===== config.mk =====
export PLATFORM = sky130hd
export DESIGN_NAME = lcd_window_pixel_stream_writer
export DESIGN_NICKNAME = d
export VERILOG_FILES = /design/src/sv/lwpsw_pkg.sv /design/src/sv/lwpsw_clip.sv /design/src/sv/lwpsw_burst_build.sv /design/src/sv/lwpsw_byte_shifter.sv /design/src/sv/lcd_window_pixel_stream_writer.sv
export SDC_FILE = /design/constraint.sdc
export NUM_CORES = 1
export LEC_CHECK = 0
export BUFFER_PORTS_ARGS = -buffer_cell sky130_fd_sc_hd__buf_2
export CORE_UTILIZATION = 40
export CTS_CLUSTER_SIZE = 8
export DETAILED_ROUTE_END_ITERATION = 12
export SYNTH_ARGS = -nofsm -noshare
export SYNTH_HDL_FRONTEND = slang
export SYNTH_HIERARCHICAL = 1
export SYNTH_SLANG_ARGS = --single-unit
export TNS_END_PERCENT = 1

===== constraint.sdc =====
create_clock -name i_clk -period 11.4 [get_ports i_clk]
set_input_delay 0 -clock i_clk [delete_from_list [all_inputs] [get_ports i_clk]]
set_output_delay 0 -clock i_clk [all_outputs]
set_load 0.005 [all_outputs]

===== src/sv/lwpsw_pkg.sv =====
// shared types and constants for the lcd window pixel stream writer
// no dependencies; imported by every module of the block
`default_nettype none

package lwpsw_pkg;

    localparam int SIDE_W    = 11;  // panel size register width, bounds every clipped side
    localparam int BURST_MAX = 11;  // longest byte burst, the window command sequence
    localparam int CNT_W     = 4;   // holds 0 .. BURST_MAX

    localparam int CFG_IDX_W = 3;
    localparam int CFG_DAT_W = 16;

    localparam logic [CFG_IDX_W-1:0] CFG_X_OFFSET     = 3'd0;
    localparam logic [CFG_IDX_W-1:0] CFG_Y_OFFSET     = 3'd1;
    localparam logic [CFG_IDX_W-1:0] CFG_PANEL_WIDTH  = 3'd2;
    localparam logic [CFG_IDX_W-1:0] CFG_PANEL_HEIGHT = 3'd3;
    localparam logic [CFG_IDX_W-1:0] CFG_PIXEL_18BIT  = 3'd4;
    localparam logic [CFG_IDX_W-1:0] CFG_SWAP_RB      = 3'd5;

    localparam logic FUNC_WINDOW = 1'b0;
    localparam logic FUNC_PIXEL  = 1'b1;

    localparam logic [7:0] CMD_COL_ADDR  = 8'h2A;
    localparam logic [7:0] CMD_ROW_ADDR  = 8'h2B;
    localparam logic [7:0] CMD_MEM_WRITE = 8'h2C;

    // data/command flags of the window sequence, bit 0 goes out first
    localparam logic [BURST_MAX-1:0] WIN_DC_MASK = 11'b01111011110;

    // window after clipping, all coordinates relative to the panel
    typedef struct packed {
        logic              ok;
        logic [SIDE_W-1:0] x;
        logic [SIDE_W-1:0] xe;
        logic [SIDE_W-1:0] y;
        logic [SIDE_W-1:0] ye;
        logic [SIDE_W-1:0] w;
        logic [SIDE_W-1:0] h;
    } t_win;

    // bytes caused by one input item, element 0 goes out first
    typedef struct packed {
        logic [CNT_W-1:0]            n;
        logic [BURST_MAX-1:0]        dc;
        logic                        eot;
        logic [BURST_MAX-1:0][7:0]   bytes;
    } t_burst;

endpackage

`default_nettype wire


===== src/sv/lwpsw_clip.sv =====
// window clip and bounds check, combinational, evaluated on the input item
// depends on lwpsw_pkg
`default_nettype none

module lwpsw_clip import lwpsw_pkg::*; #(
    parameter int MAX_SIDE = 1024
) (
    input  wire logic [11:0]       i_x,
    input  wire logic [11:0]       i_y,
    input  wire logic [11:0]       i_w,
    input  wire logic [11:0]       i_h,
    input  wire logic              i_clip,
    input  wire logic [SIDE_W-1:0] i_panel_width,
    input  wire logic [SIDE_W-1:0] i_panel_height,
    output t_win                   o_win
);

    localparam logic [12:0] SAT = 13'(MAX_SIDE);

    typedef struct packed {
        logic              ok;
        logic [SIDE_W-1:0] start;
        logic [SIDE_W-1:0] stop;
        logic [SIDE_W-1:0] len;
    } t_axis;

    function automatic logic signed [13:0] f_limit(input logic [SIDE_W-1:0] v);
        logic [12:0] e;
        e = {2'b00, v};
        if (e > SAT) begin
            e = SAT;
        end
        return signed'({1'b0, e});
    endfunction

    function automatic t_axis f_axis(input logic signed [13:0] p,
                                     input logic signed [13:0] l,
                                     input logic signed [13:0] lim,
                                     input logic               clip);
        logic signed [13:0] ps;
        logic signed [13:0] ls;
        logic signed [13:0] pe;
        t_axis              r;
        ps   = p;
        ls   = l;
        r.ok = 1'b1;
        if (clip) begin
            if (p < 0) begin
                ls = l + p;
                ps = '0;
            end
            if (ps >= lim) begin
                r.ok = 1'b0;
            end else begin
                if (ps + ls > lim) begin
                    ls = lim - ps;
                end
                if (ls <= 0) begin
                    r.ok = 1'b0;
                end
            end
        end else begin
            if (p < 0 || p + l > lim) begin
                r.ok = 1'b0;
            end
        end
        pe      = ps + ls - 14'sd1;
        r.start = ps[SIDE_W-1:0];
        r.stop  = pe[SIDE_W-1:0];
        r.len   = ls[SIDE_W-1:0];
        return r;
    endfunction

    logic signed [13:0] x_s, y_s, w_s, h_s;
    t_axis              ax, ay;

    assign x_s = 14'(signed'(i_x));
    assign y_s = 14'(signed'(i_y));
    assign w_s = 14'(signed'(i_w));
    assign h_s = 14'(signed'(i_h));

    assign ax = f_axis(x_s, w_s, f_limit(i_panel_width), i_clip);
    assign ay = f_axis(y_s, h_s, f_limit(i_panel_height), i_clip);

    always_comb begin
        o_win.ok = (w_s > 0) && (h_s > 0) && ax.ok && ay.ok;
        o_win.x  = ax.start;
        o_win.xe = ax.stop;
        o_win.w  = ax.len;
        o_win.y  = ay.start;
        o_win.ye = ay.stop;
        o_win.h  = ay.len;
    end

endmodule

`default_nettype wire


===== src/sv/lwpsw_burst_build.sv =====
// builds the byte burst of one item and keeps the pending pixel count
// depends on lwpsw_pkg
`default_nettype none

module lwpsw_burst_build import lwpsw_pkg::*; #(
    parameter int MAX_SIDE = 1024
) (
    input  wire logic        i_clk,
    input  wire logic        i_rst_n,
    input  wire logic        i_valid,
    input  wire logic        i_adv,
    input  wire logic        i_func,
    input  wire t_win        i_win,
    input  wire logic [15:0] i_color,
    input  wire logic [15:0] i_x_offset,
    input  wire logic [15:0] i_y_offset,
    input  wire logic        i_pixel_18bit,
    input  wire logic        i_swap_red_blue,
    output t_burst           o_burst,
    output logic             o_pend_zero
);

    localparam int SIDE_MAX = (MAX_SIDE < 2047) ? MAX_SIDE : 2047;
    localparam int PEND_W   = $clog2(SIDE_MAX * SIDE_MAX + 1);

    logic [PEND_W-1:0]   r_pending, n_pending;
    logic [2*SIDE_W-1:0] prod;
    logic [15:0]         xs, xe, ys, ye, c;
    logic [4:0]          r5, b5;
    logic [5:0]          g6;

    assign prod = {{SIDE_W{1'b0}}, i_win.w} * {{SIDE_W{1'b0}}, i_win.h};
    assign xs   = i_x_offset + 16'(i_win.x);
    assign xe   = i_x_offset + 16'(i_win.xe);
    assign ys   = i_y_offset + 16'(i_win.y);
    assign ye   = i_y_offset + 16'(i_win.ye);

    assign c  = i_swap_red_blue ? {i_color[4:0], i_color[10:5], i_color[15:11]} : i_color;
    assign r5 = c[15:11];
    assign g6 = c[10:5];
    assign b5 = c[4:0];

    assign o_pend_zero = (r_pending == '0);

    always_comb begin
        n_pending     = r_pending;
        o_burst.n     = '0;
        o_burst.dc    = '0;
        o_burst.eot   = 1'b0;
        o_burst.bytes = '0;
        case (i_func)
            FUNC_WINDOW: begin
                if (i_win.ok) begin
                    n_pending         = prod[PEND_W-1:0];
                    o_burst.n         = CNT_W'(BURST_MAX);
                    o_burst.dc        = WIN_DC_MASK;
                    o_burst.bytes[0]  = CMD_COL_ADDR;
                    o_burst.bytes[1]  = xs[15:8];
                    o_burst.bytes[2]  = xs[7:0];
                    o_burst.bytes[3]  = xe[15:8];
                    o_burst.bytes[4]  = xe[7:0];
                    o_burst.bytes[5]  = CMD_ROW_ADDR;
                    o_burst.bytes[6]  = ys[15:8];
                    o_burst.bytes[7]  = ys[7:0];
                    o_burst.bytes[8]  = ye[15:8];
                    o_burst.bytes[9]  = ye[7:0];
                    o_burst.bytes[10] = CMD_MEM_WRITE;
                end else begin
                    n_pending = '0;
                end
            end
            FUNC_PIXEL: begin
                if (r_pending != '0) begin
                    n_pending   = r_pending - PEND_W'(1);
                    o_burst.eot = (r_pending == PEND_W'(1));
                    o_burst.dc  = '1;
                    if (i_pixel_18bit) begin
                        o_burst.n        = CNT_W'(3);
                        o_burst.bytes[0] = {r5, r5[4:2]};
                        o_burst.bytes[1] = {g6, g6[5:4]};
                        o_burst.bytes[2] = {b5, b5[4:2]};
                    end else begin
                        o_burst.n        = CNT_W'(2);
                        o_burst.bytes[0] = c[15:8];
                        o_burst.bytes[1] = c[7:0];
                    end
                end
            end
            default: begin
                n_pending = r_pending;
            end
        endcase
    end

    always_ff @(posedge i_clk) begin
        if (!i_rst_n) begin
            r_pending <= '0;
        end else if (i_valid && i_adv) begin
            r_pending <= n_pending;
        end
    end

endmodule

`default_nettype wire


===== src/sv/lwpsw_byte_shifter.sv =====
// holds one burst and shifts it out one byte per cycle on the output stream while tready is high
// depends on lwpsw_pkg
`default_nettype none

module lwpsw_byte_shifter import lwpsw_pkg::*; (
    input  wire logic       i_clk,
    input  wire logic       i_rst_n,
    input  wire logic       i_load,
    input  wire t_burst     i_burst,
    input  wire logic       i_tready,
    output logic            o_free,
    output logic            o_tvalid,
    output logic [7:0]      o_tdata,
    output logic [1:0]      o_tuser,
    output logic            o_tlast
);

    logic [CNT_W-1:0]          r_left;
    logic [BURST_MAX-1:0][7:0] r_bytes;
    logic [BURST_MAX-1:0]      r_dc;
    logic                      r_eot;
    logic                      take;

    assign o_tvalid = (r_left != '0);
    assign take     = o_tvalid && i_tready;
    assign o_tlast  = (r_left == CNT_W'(1));
    assign o_free   = (r_left == '0) || (o_tlast && i_tready);
    assign o_tdata  = r_bytes[0];
    assign o_tuser  = {r_eot && o_tlast, r_dc[0]};

    always_ff @(posedge i_clk) begin
        if (!i_rst_n) begin
            r_left <= '0;
        end else if (i_load) begin
            r_left <= i_burst.n;
        end else if (take) begin
            r_left <= r_left - CNT_W'(1);
        end
    end

    always_ff @(posedge i_clk) begin
        if (i_load) begin
            r_bytes <= i_burst.bytes;
            r_dc    <= i_burst.dc;
            r_eot   <= i_burst.eot;
        end else if (take) begin
            r_bytes <= r_bytes >> 8;
            r_dc    <= r_dc >> 1;
        end
    end

endmodule

`default_nettype wire


===== src/sv/lcd_window_pixel_stream_writer.sv =====
// an accepted item passes the input register, then the byte shifter, which shows its first byte
// one output byte per cycle while the output is ready; a pixel item gives 3 bytes (RGB888) or 2 (RGB565),
// a window item 11, a rejected window or an idle pixel none; set by the single byte output register
// synchronous active-low reset clears the pending count, stages and config to defaults
// depends on lwpsw_pkg, lwpsw_clip, lwpsw_burst_build, lwpsw_byte_shifter
`default_nettype none

module lcd_window_pixel_stream_writer import lwpsw_pkg::*; #(
    parameter int MAX_SIDE = 1024
) (
    input  wire logic                 i_clk,
    input  wire logic                 i_rst_n,
    input  wire logic                 i_s_axis_tvalid,
    output logic                      o_s_axis_tready,
    input  wire logic [71:0]          i_s_axis_tdata,  // x, y, w, h, clip, color, zero fill
    input  wire logic [0:0]           i_s_axis_tuser,  // func
    output logic                      o_m_axis_tvalid,
    input  wire logic                 i_m_axis_tready,
    output logic [7:0]                o_m_axis_tdata,  // out_byte
    output logic [1:0]                o_m_axis_tuser,  // is_data, end_of_transfer
    output logic                      o_m_axis_tlast,
    input  wire logic                 i_cfg_valid,
    output logic                      o_cfg_ready,
    input  wire logic [CFG_IDX_W-1:0] i_cfg_index,
    input  wire logic [CFG_DAT_W-1:0] i_cfg_data
);

    logic [15:0]       r_x_offset, r_y_offset;
    logic [SIDE_W-1:0] r_panel_width, r_panel_height;
    logic              r_pixel_18bit, r_swap_red_blue;

    logic              r_in_valid;
    logic              r_func;
    t_win              r_win;
    logic [15:0]       r_color;

    t_win              w_win;
    t_burst            w_burst;
    logic              w_free, w_pend_zero, w_load, in_take;

    assign o_cfg_ready     = 1'b1;
    assign o_s_axis_tready = !r_in_valid || w_free;
    assign in_take         = i_s_axis_tvalid && o_s_axis_tready;
    assign w_load          = r_in_valid && w_free;

    always_ff @(posedge i_clk) begin
        if (!i_rst_n) begin
            r_x_offset      <= '0;
            r_y_offset      <= '0;
            r_panel_width   <= 11'd480;
            r_panel_height  <= 11'd320;
            r_pixel_18bit   <= 1'b1;
            r_swap_red_blue <= 1'b0;
        end else if (i_cfg_valid) begin
            case (i_cfg_index)
                CFG_X_OFFSET:     r_x_offset      <= i_cfg_data;
                CFG_Y_OFFSET:     r_y_offset      <= i_cfg_data;
                CFG_PANEL_WIDTH:  r_panel_width   <= i_cfg_data[SIDE_W-1:0];
                CFG_PANEL_HEIGHT: r_panel_height  <= i_cfg_data[SIDE_W-1:0];
                CFG_PIXEL_18BIT:  r_pixel_18bit   <= i_cfg_data[0];
                CFG_SWAP_RB:      r_swap_red_blue <= i_cfg_data[0];
                default: begin
                end
            endcase
        end
    end

    lwpsw_clip #(.MAX_SIDE(MAX_SIDE)) u_clip (
        .i_x            (i_s_axis_tdata[11:0]),
        .i_y            (i_s_axis_tdata[23:12]),
        .i_w            (i_s_axis_tdata[35:24]),
        .i_h            (i_s_axis_tdata[47:36]),
        .i_clip         (i_s_axis_tdata[48]),
        .i_panel_width  (r_panel_width),
        .i_panel_height (r_panel_height),
        .o_win          (w_win)
    );

    // input register: clipped window or raw colour
    always_ff @(posedge i_clk) begin
        if (!i_rst_n) begin
            r_in_valid <= 1'b0;
        end else if (o_s_axis_tready) begin
            r_in_valid <= i_s_axis_tvalid;
        end
    end

    always_ff @(posedge i_clk) begin
        if (in_take) begin
            r_func  <= i_s_axis_tuser[0];
            r_win   <= w_win;
            r_color <= i_s_axis_tdata[64:49];
        end
    end

    lwpsw_burst_build #(.MAX_SIDE(MAX_SIDE)) u_build (
        .i_clk           (i_clk),
        .i_rst_n         (i_rst_n),
        .i_valid         (r_in_valid),
        .i_adv           (w_free),
        .i_func          (r_func),
        .i_win           (r_win),
        .i_color         (r_color),
        .i_x_offset      (r_x_offset),
        .i_y_offset      (r_y_offset),
        .i_pixel_18bit   (r_pixel_18bit),
        .i_swap_red_blue (r_swap_red_blue),
        .o_burst         (w_burst),
        .o_pend_zero     (w_pend_zero)
    );

    lwpsw_byte_shifter u_shift (
        .i_clk    (i_clk),
        .i_rst_n  (i_rst_n),
        .i_load   (w_load),
        .i_burst  (w_burst),
        .i_tready (i_m_axis_tready),
        .o_free   (w_free),
        .o_tvalid (o_m_axis_tvalid),
        .o_tdata  (o_m_axis_tdata),
        .o_tuser  (o_m_axis_tuser),
        .o_tlast  (o_m_axis_tlast)
    );

    // a loaded burst with bytes must show up on the output next cycle
    a_load_shows: assert property (@(posedge i_clk) disable iff (!i_rst_n)
        (w_load && w_burst.n != '0) |=> o_m_axis_tvalid)
        else $error("loaded burst not presented");

    // a pixel with nothing pending gives no bytes
    a_pix_idle: assert property (@(posedge i_clk) disable iff (!i_rst_n)
        (r_in_valid && r_func == FUNC_PIXEL && w_pend_zero) |-> (w_burst.n == '0))
        else $error("pixel emitted with no pending count");

    // a rejected window clears the pending count
    a_reject_clears: assert property (@(posedge i_clk) disable iff (!i_rst_n)
        (w_load && r_func == FUNC_WINDOW && !r_win.ok) |=> w_pend_zero)
        else $error("rejected window left pixels pending");

endmodule

`default_nettype wire

==> metrics.md, run 1 <==
| Metric | Value |
|---|---|
| Status | `complete, no violations` |
| Max-Cap Viols | `0` |
| Final setup margin | `2.55 ns` |
| Largest cells by area after synthesis | `edfxtp_1 (22%), ha_1 (13%), fa_1 (7.3%), dfxtp_1 (6.6%), mux2_2 (4.9%)` |
| CTS tree | `done` |
| Highest clock rate | `113 MHz` |
| Top cell type's share of synthesized area | `0.221` |
| Htree depth | `2` |
| Pre-antenna DRT Iters | `5` |
| Die height | `252 um` |
| Bufs on Longest Clock Path | `3` |
| Max Fanout on Critical Path | `13` |
| Distinct cell type count after synthesis | `101` |
| Chip Width | `about 250 um` |
| Fillcell total | `about 5900` |
| Placement row count | `just over 90` |
| PwrDens | `288 nW/um2` |
| Vias per cell | `5.47` |
| Mapped Cells | `2730` |
| Vias in the first global route | `roughly 20000` |
| #FFs+latches synth | `between 200 and 300` |
| Worst Setup End Kind | `flop` |
| Setup_tns | `0 ns` |
| Most used cell, CP | `ha_1` |
| Register area | `7170 um2` |
| Initial antenna violation count | `9` |
| Share of cells above drive strength 1 | `0.109` |
| Hold_buf cts | `between 70 and 80` |
| Leakage | `approximately 12 nW` |
| Commonest cells post-synth | `nand2_1 (287), inv_1 (269), ha_1 (257)` |
| Total Wirelength | `roughly 69000 um` |
| Post-synth EDFFs | `184` |
| HPWL Detailed | `53400 um` |
| Worst Max-Slew Pin Slew | `1.05 ns` |
| CORE AREA | `around 62000 um2` |
| Initial DRC count | `about 1300` |
| Clk slew on worst S/H paths | `0.05 ns` |
| CP Launch Type | `input port` |
| Period utilisation layout | `0.776` |
| Multi-input gate area | `16100 um2` |
| Layer with the highest usage | `met2` |
| Synth warn | `6` |
| Starting Density | `0.405` |
| FFs w/ async S/R, synth | `0` |
| Post-DR wirelength/cell | `18.8 um` |
| Postcts setup bufs | `0` |
| Mean Syn Cell Area | `slightly above 9 um2` |
| Clock sinks | `266` |
| Cell with the most instances after synthesis | `nand2_1` |
| Unrepaired setup endpoints after global routing | `false` |
| Worst EP required | `~12 ns` |
| # IOs | `between 100 and 150` |
| IO buf count | `around 100` |
| Fin Clk Skew | `0.0214 ns` |
| Drt drc | `0` |
| Primary FF master, synth | `edfxtp_1` |
| Clk root buf | `clkbuf_16` |
| Setup CP Type | `input port to flop` |
| Largest net degree at the start of global routing | `88` |
| Worst slack, placed | `2.72 ns` |
| Area Overhead vs Synth | `11.4%` |
| Vias | `20200` |
| Hold crit path type | `input port to flop` |
| Grt ovf | `0` |
| Cts repair resizes | `0` |
| GRT Util Overall | `0.219` |
| Worst rel slew slack | `0.298` |
| Sequential-to-total area share from yosys stat | `0.286` |
| Met3 Usage GRT | `0.0337` |
| Worst-skew pair later-pin latency | `approximately 0.57 ns` |
| Final GP Congestion | `0.933` |
| Num CTS Buffers | `39` |
| Met1 Resource Use GR | `0.279` |
| Worst path slowest cell | `o31ai_1` |
| Final Net Count | `3267` |
| Final count of hold timing violations | `0` |
| Met2 track demand over resource | `0.377` |
| Synthesized area | `~25000 um2` |
| Die area | `63600 um2` |
| DRT antenna net count | `0` |
| Critical path arrival | `9.22 ns` |
| Final setup violation count | `0` |
| CP peak stage delay | `0.71 ns` |
| Max-slew violations | `0` |
| Final min period | `8.85 ns` |
| Global-route wire length before repair | `110000 um` |
| Cell taking the most area after synthesis | `edfxtp_1` |
| Maximum vdd drop | `442 uV` |
[per-layer routing]
| layer | wire (um) | part of all wire | vias to the layer above |
|---|---|---|---|
| met2 | 33200 | 0.48 | 503 |
| met1 | 30600 | 0.44 | 9722 |
| met3 | 3380 | 0.049 | 132 |
| met5 | 40 | 0.00058 | - |
| li1 | - | - | 9821 |
| met4 | 2270 | 0.033 | 8 |
[flip-flops by register name, indices dropped and copies added (netlist names), 8 cells and up]
name and count:
r_y_offset 16, r_panel_height 11, u_shift/r_dc 11, u_shift/r_bytes 80
r_panel_width 11, r_win 67, u_build/r_pending 21, r_color 16
u_shift/o_tdata 8, r_x_offset 16
[through the flow]
stage	cell area (um2)	power (mW)	utilization	std cells	hold WS, ns
floorplan	25100	5.82	-	2739	0.0989
global placement	25900	6.84	0.420	3541	0.181
detailed placement	25900	6.91	0.420	3541	0.179
CTS	27900	8.10	0.451	3690	0.00280
global route	27900	8.89	0.451	3693	0.0359
finish	27900	8.04	0.451	3693	0.0321
[cells by family (layout without fill, tap and decap cells)]
logic type | Yosys count | count (layout) | share of synthesized area
other | 2 | 14 | 0.000300
AO/OA/AOI/OAI | 545 | 545 | 0.145
XOR/XNOR | 116 | 116 | 0.0406
adder cells (fa/ha/maj) | 348 | 348 | 0.201
multiplexers | 219 | 219 | 0.0931
flip-flops | 266 | 266 | 0.286
AND/OR/NAND/NOR | 816 | 816 | 0.162
buffers and inverters | 418 | 532 | 0.0713
[power by group]
part / leakage (nW) / switching (mW) / internal, mW
Combinational: 9.31 / 3.10 / 2.18
Sequential: 2.45 / 0.185 / 1.49
Clock: 0.546 / 0.440 / 0.651
[final timing paths]
check / startpoint / endpoint / slack (ns) / cells past startpoint
worst min register to register: r_y_offset[15] / r_y_offset[15] / 0.47 / 2
worst max register to register: r_panel_width[10] / r_win[54] / 4.17 / 26
worst max-delay path: i_s_axis_tdata[24] / r_win[54] / 2.55 / 37
worst min-delay path: i_s_axis_tdata[41] / r_win[5] / 0.03 / 3
[placed cells by master (no fill, tap or decap), types with 10 or more instances in the layout]
master         instances
o21a_1                30
a21oi_1              130
a21o_1                63
mux2_2               108
edfxtp_1             184
xnor2_1               73
conb_1                11
nor3_1                49
o21bai_1              13
xor2_1                43
ha_1                 257
nand2_1              285
o22ai_1               17
clkbuf_1              29
dlygate4sd3_1         77
o211ai_1              12
a211oi_1              31
fa_1                  91
nand2b_1              25
nand4_1               25
inv_1                269
o31ai_1               16
o21ai_0               89
or4_1                 10
buf_2                101
o21ai_1               20
nor2_1               155
nor4_1                21
and3_1                12
clkbuf_16             39
nor2b_1               37
mux2i_1              110
a31oi_1               17
nand3_1               40
and2_1                91
dfxtp_1               82
o31a_1                10
[critical path: cells and delay by family]
kind	cells	cell delay [ns]
adders and majority gates	6	1.81
AOI/OAI and AO/OA	13	3.53
and+or+nand+nor	9	1.72
xor gates and xnor gates	1	0.11
muxes	3	0.99
buffers and inverters	5	1.04
[layout make-up]
type                            count  area share
Timing Repair Buffer              187      0.0482
Sequential cell                   266       0.257
Clock buffer                       68      0.0389
Multi-Input combinational cell   2055       0.579
Clock inverter                      4     0.00278
Antenna cell                        3    0.000269
Inverter                          273      0.0367
Tap cell                          837      0.0376
Note: power is estimated with default switching activity, not from simulation.
==> inputs of run 2 (changes only) <==
==> constraint.sdc (replaced) <==
create_clock -name i_clk -period 7.89 [get_ports i_clk]
set_input_delay 0 -clock i_clk [delete_from_list [all_inputs] [get_ports i_clk]]
set_output_delay 0 -clock i_clk [all_outputs]
set_load 0.005 [all_outputs]
==> run 2 against run 1 <==
Compared with the run above:
- cell count rose by 0.76%
- clock skew shrank 0.0030 ns
- critical path depth shrank 1
- via count is 1.2% higher
- sequential power rose by 45%
- register-to-register slack worse by 3.0 ns
- clock power up 44%
- routed wire length grew 2.6%
- die area unchanged
- first-iteration DRC count up 1.2%
- design area is 1.1% higher
- sequential share of layout area decreased by 0.29 points
==> metrics.md, run 2 (synthesis results as in run 1) <==
| Metric | Value |
|---|---|
| Non-Filler Instances | `3721 (was 3693)` |
| IO buf count | `102 (unchanged)` |
| Grt ovf | `0 (unchanged)` |
| Worst slack, placed | `-0.191 ns (was 2.72 ns)` |
| Pre-antenna DRT Iters | `6 (was 5)` |
| Switching Fraction | `0.464 (was 0.463)` |
| Max-slew violations | `0 (unchanged)` |
| Largest regs | `u_shift/r_bytes: 80 flops, r_win: 67 flops, u_build/r_pending: 21 flops (unchanged)` |
| CP Launch Type | `input port (unchanged)` |
| Status | `complete, no violations (unchanged)` |
| Total Wirelength | `71300 um (was 69500 um)` |
| Leading cell type in the layout, fill and taps excluded | `nand2_1 (unchanged)` |
| Largest net degree at the start of global routing | `68 (was 88)` |
| Share of cells above drive strength 1 | `0.125 (was 0.109)` |
| Initial antenna violation count | `6 (was 9)` |
| Worst-skew pair later-pin latency | `0.56 ns (was 0.57 ns)` |
| Vias | `20400 (was 20200)` |
| HPWL Detailed | `54900 um (was 53400 um)` |
| Psw | `5.45 mW (was 3.72 mW)` |
| Most frequent cells in the layout | `nand2_1 (285), inv_1 (269), ha_1 (257) (unchanged)` |
| Part of the power in registers | `0.207 (was 0.208)` |
| Bufs on Longest Clock Path | `3 (unchanged)` |
| Drt drc | `0 (unchanged)` |
| Period utilisation layout | `0.954` |
| Clk slew on worst S/H paths | `0.05 ns (about the same)` |
| Max-Cap Viols | `0 (unchanged)` |
| Met2 WL post-DR | `34400 um (was 33200 um)` |
| Die area | `63600 um2 (unchanged)` |
| Post-placement cell count | `3571 (was 3541)` |
| Final setup margin | `0.359 ns (was 2.55 ns)` |
| Chip Width | `252 um (unchanged)` |
| GRT Util Overall | `0.224 (was 0.219)` |
| CORE AREA | `61800 um2 (unchanged)` |
| Die height | `252 um (unchanged)` |
| Starting Density | `0.405 (unchanged)` |
| Worst rel slew slack | `0.373 (was 0.298)` |
| Post-Route M1 WL | `31400 um (was 30600 um)` |
| PwrDens | `416 nW/um2 (was 288 nW/um2)` |
| # IOs | `111 (unchanged)` |
| Worst Max-Slew Pin Slew | `0.940 ns (was 1.05 ns)` |
| Layout Utilization | `0.456 (was 0.451)` |
| Critical path arrival | `7.82 ns (was 9.22 ns)` |
| Final count of hold timing violations | `0 (unchanged)` |
| Leakage | `12.5 nW (was 12.3 nW)` |
| Logic gate share of total power | `0.660 (was 0.656)` |
| Fillcell total | `6005 (was 5899)` |
| Final GP Congestion | `0.929 (was 0.933)` |
| Hold WS | `0.0371 ns (was 0.0321 ns)` |
| CP peak stage delay | `0.51 ns (was 0.71 ns)` |
| Area Overhead vs Synth | `12.6% (was 11.4%)` |
| CTS tree | `done (unchanged)` |
| Highest clock rate | `133 MHz` |
| Max Fanout on Critical Path | `6 (was 13)` |
| Worst Setup End Kind | `flop (unchanged)` |
| Num CTS Buffers | `39 (unchanged)` |
| Number of flip-flops in the largest register | `80 (unchanged)` |
| DRT antenna net count | `0 (unchanged)` |
| Post-DR wirelength/cell | `19.2 um (was 18.8 um)` |
| Final min period | `7.53 ns` |
| Global-route wire length before repair | `112000 um (was 110000 um)` |
| Metal3 WL | `3070 um (was 3380 um)` |
| Clock sinks | `266 (unchanged)` |
| Vias per cell | `5.49 (was 5.47)` |
| Fin Clk Skew | `0.0185 ns (was 0.0214 ns)` |
| Top Layer Used | `met5 (unchanged)` |
| Worst path slowest cell | `dlygate4sd3_1 (was o31ai_1)` |
| Maximum vdd drop | `605 uV (was 442 uV)` |
| Most flops, register | `u_shift/r_bytes (unchanged)` |
| Worst EP required | `8.18 ns (was 11.76 ns)` |
| Pint | `6.29 mW (was 4.32 mW)` |
| Final Net Count | `3299 (was 3267)` |
| Htree depth | `2 (unchanged)` |
| Clock power share | `0.133 (was 0.136)` |
| Most used cell, CP | `ha_1 (unchanged)` |
| Final setup violation count | `0 (unchanged)` |
| Initial DRC count | `1289 (was 1274)` |
| Setup CP Type | `input port to flop (unchanged)` |
| Clk root buf | `clkbuf_16 (unchanged)` |
| Vias in the first global route | `20800 (was 20500)` |
| Placement row count | `91 (unchanged)` |
| Hold crit path type | `input port to flop (unchanged)` |
==> run 2: changes by cell type in the layout (fill, tap and decap cells not counted), sizes merged <==
cell	delta
diode	-1
buf	+32
clkinv	+2
inv	-1
clkinvlp	-1
clkbuf	-3
==> run 2: path summary, 6_finish.rpt <==
path / to / start / cells after the start / slack [ns]
min reg2reg: r_panel_height[1] / r_panel_height[1] / 2 / 0.47
max reg2reg: r_win[54] / r_panel_width[10] / 28 / 1.20
max: r_win[32] / i_s_axis_tdata[12] / 36 / 0.36
min: r_win[5] / i_s_axis_tdata[41] / 3 / 0.04
==> run 2: per-stage QoR <==
step | instance area (um2) | power, mW | setup TNS, ns
after floorplan | 25100 | 8.41 | 0
after global placement | 26200 | 9.99 | 0
after detailed placement | 26200 | 10.1 | -0.191
after CTS | 28100 | 11.8 | 0
after global routing | 28200 | 13.0 | -0.0228
final | 28200 | 11.7 | 0
==> run 2: power by group through the flow <==
stage	logic, mW	clock network [mW]	registers, mW
2_1_floorplan	6.09	0	2.32
4_1_cts	7.74	1.61	2.43
6_report	7.75	1.57	2.43
5_1_grt	8.83	1.66	2.47
3_5_place_dp	7.62	0	2.45
3_3_place_gp	7.55	0	2.44
==> run 2: final cells by class <==
type                            count  area (um2)  share of cell area
Multi-Input combinational cell   2055       16200               0.576
Sequential cell                   266        7170               0.254
Timing Repair Buffer              219        1580              0.0562
Clock buffer                       65        1080              0.0384
Tap cell                          837        1050              0.0371
Inverter                          273        1020              0.0363
Clock inverter                      4        60.1             0.00213
Antenna cell                        2        5.00            0.000177
==> run 2: critical path, delay by kind of cell <==
| kind | cells | cell delay (ns) |
|---|---|---|
| AOI/OAI and AO/OA | 11 | 2.40 |
| and+or+nand+nor | 7 | 1.34 |
| adders and majority gates | 6 | 1.74 |
| buffers and inverters | 5 | 0.88 |
| muxes | 3 | 0.87 |
| xor gates and xnor gates | 4 | 0.58 |
==> run 2: per-layer routing <==
| metal | vias to the layer above | track usage |
|---|---|---|
| met5 | - | 0 |
| met4 | 8 | 0.0790 |
| met3 | 134 | 0.0261 |
| met2 | 533 | 0.390 |
| met1 | 9893 | 0.285 |
| li1 | 9869 | - |
==> run 2: timing repair <==
| item | CTS | global route |
|---|---|---|
| setup buffers | 0 | 2 |
| endpoints found under the setup margin | 0 | 4 |
| hold buffers | 77 | 0 |
| resized for setup | 0 | 21 |
| hold endpoints to repair | 137 | 0 |
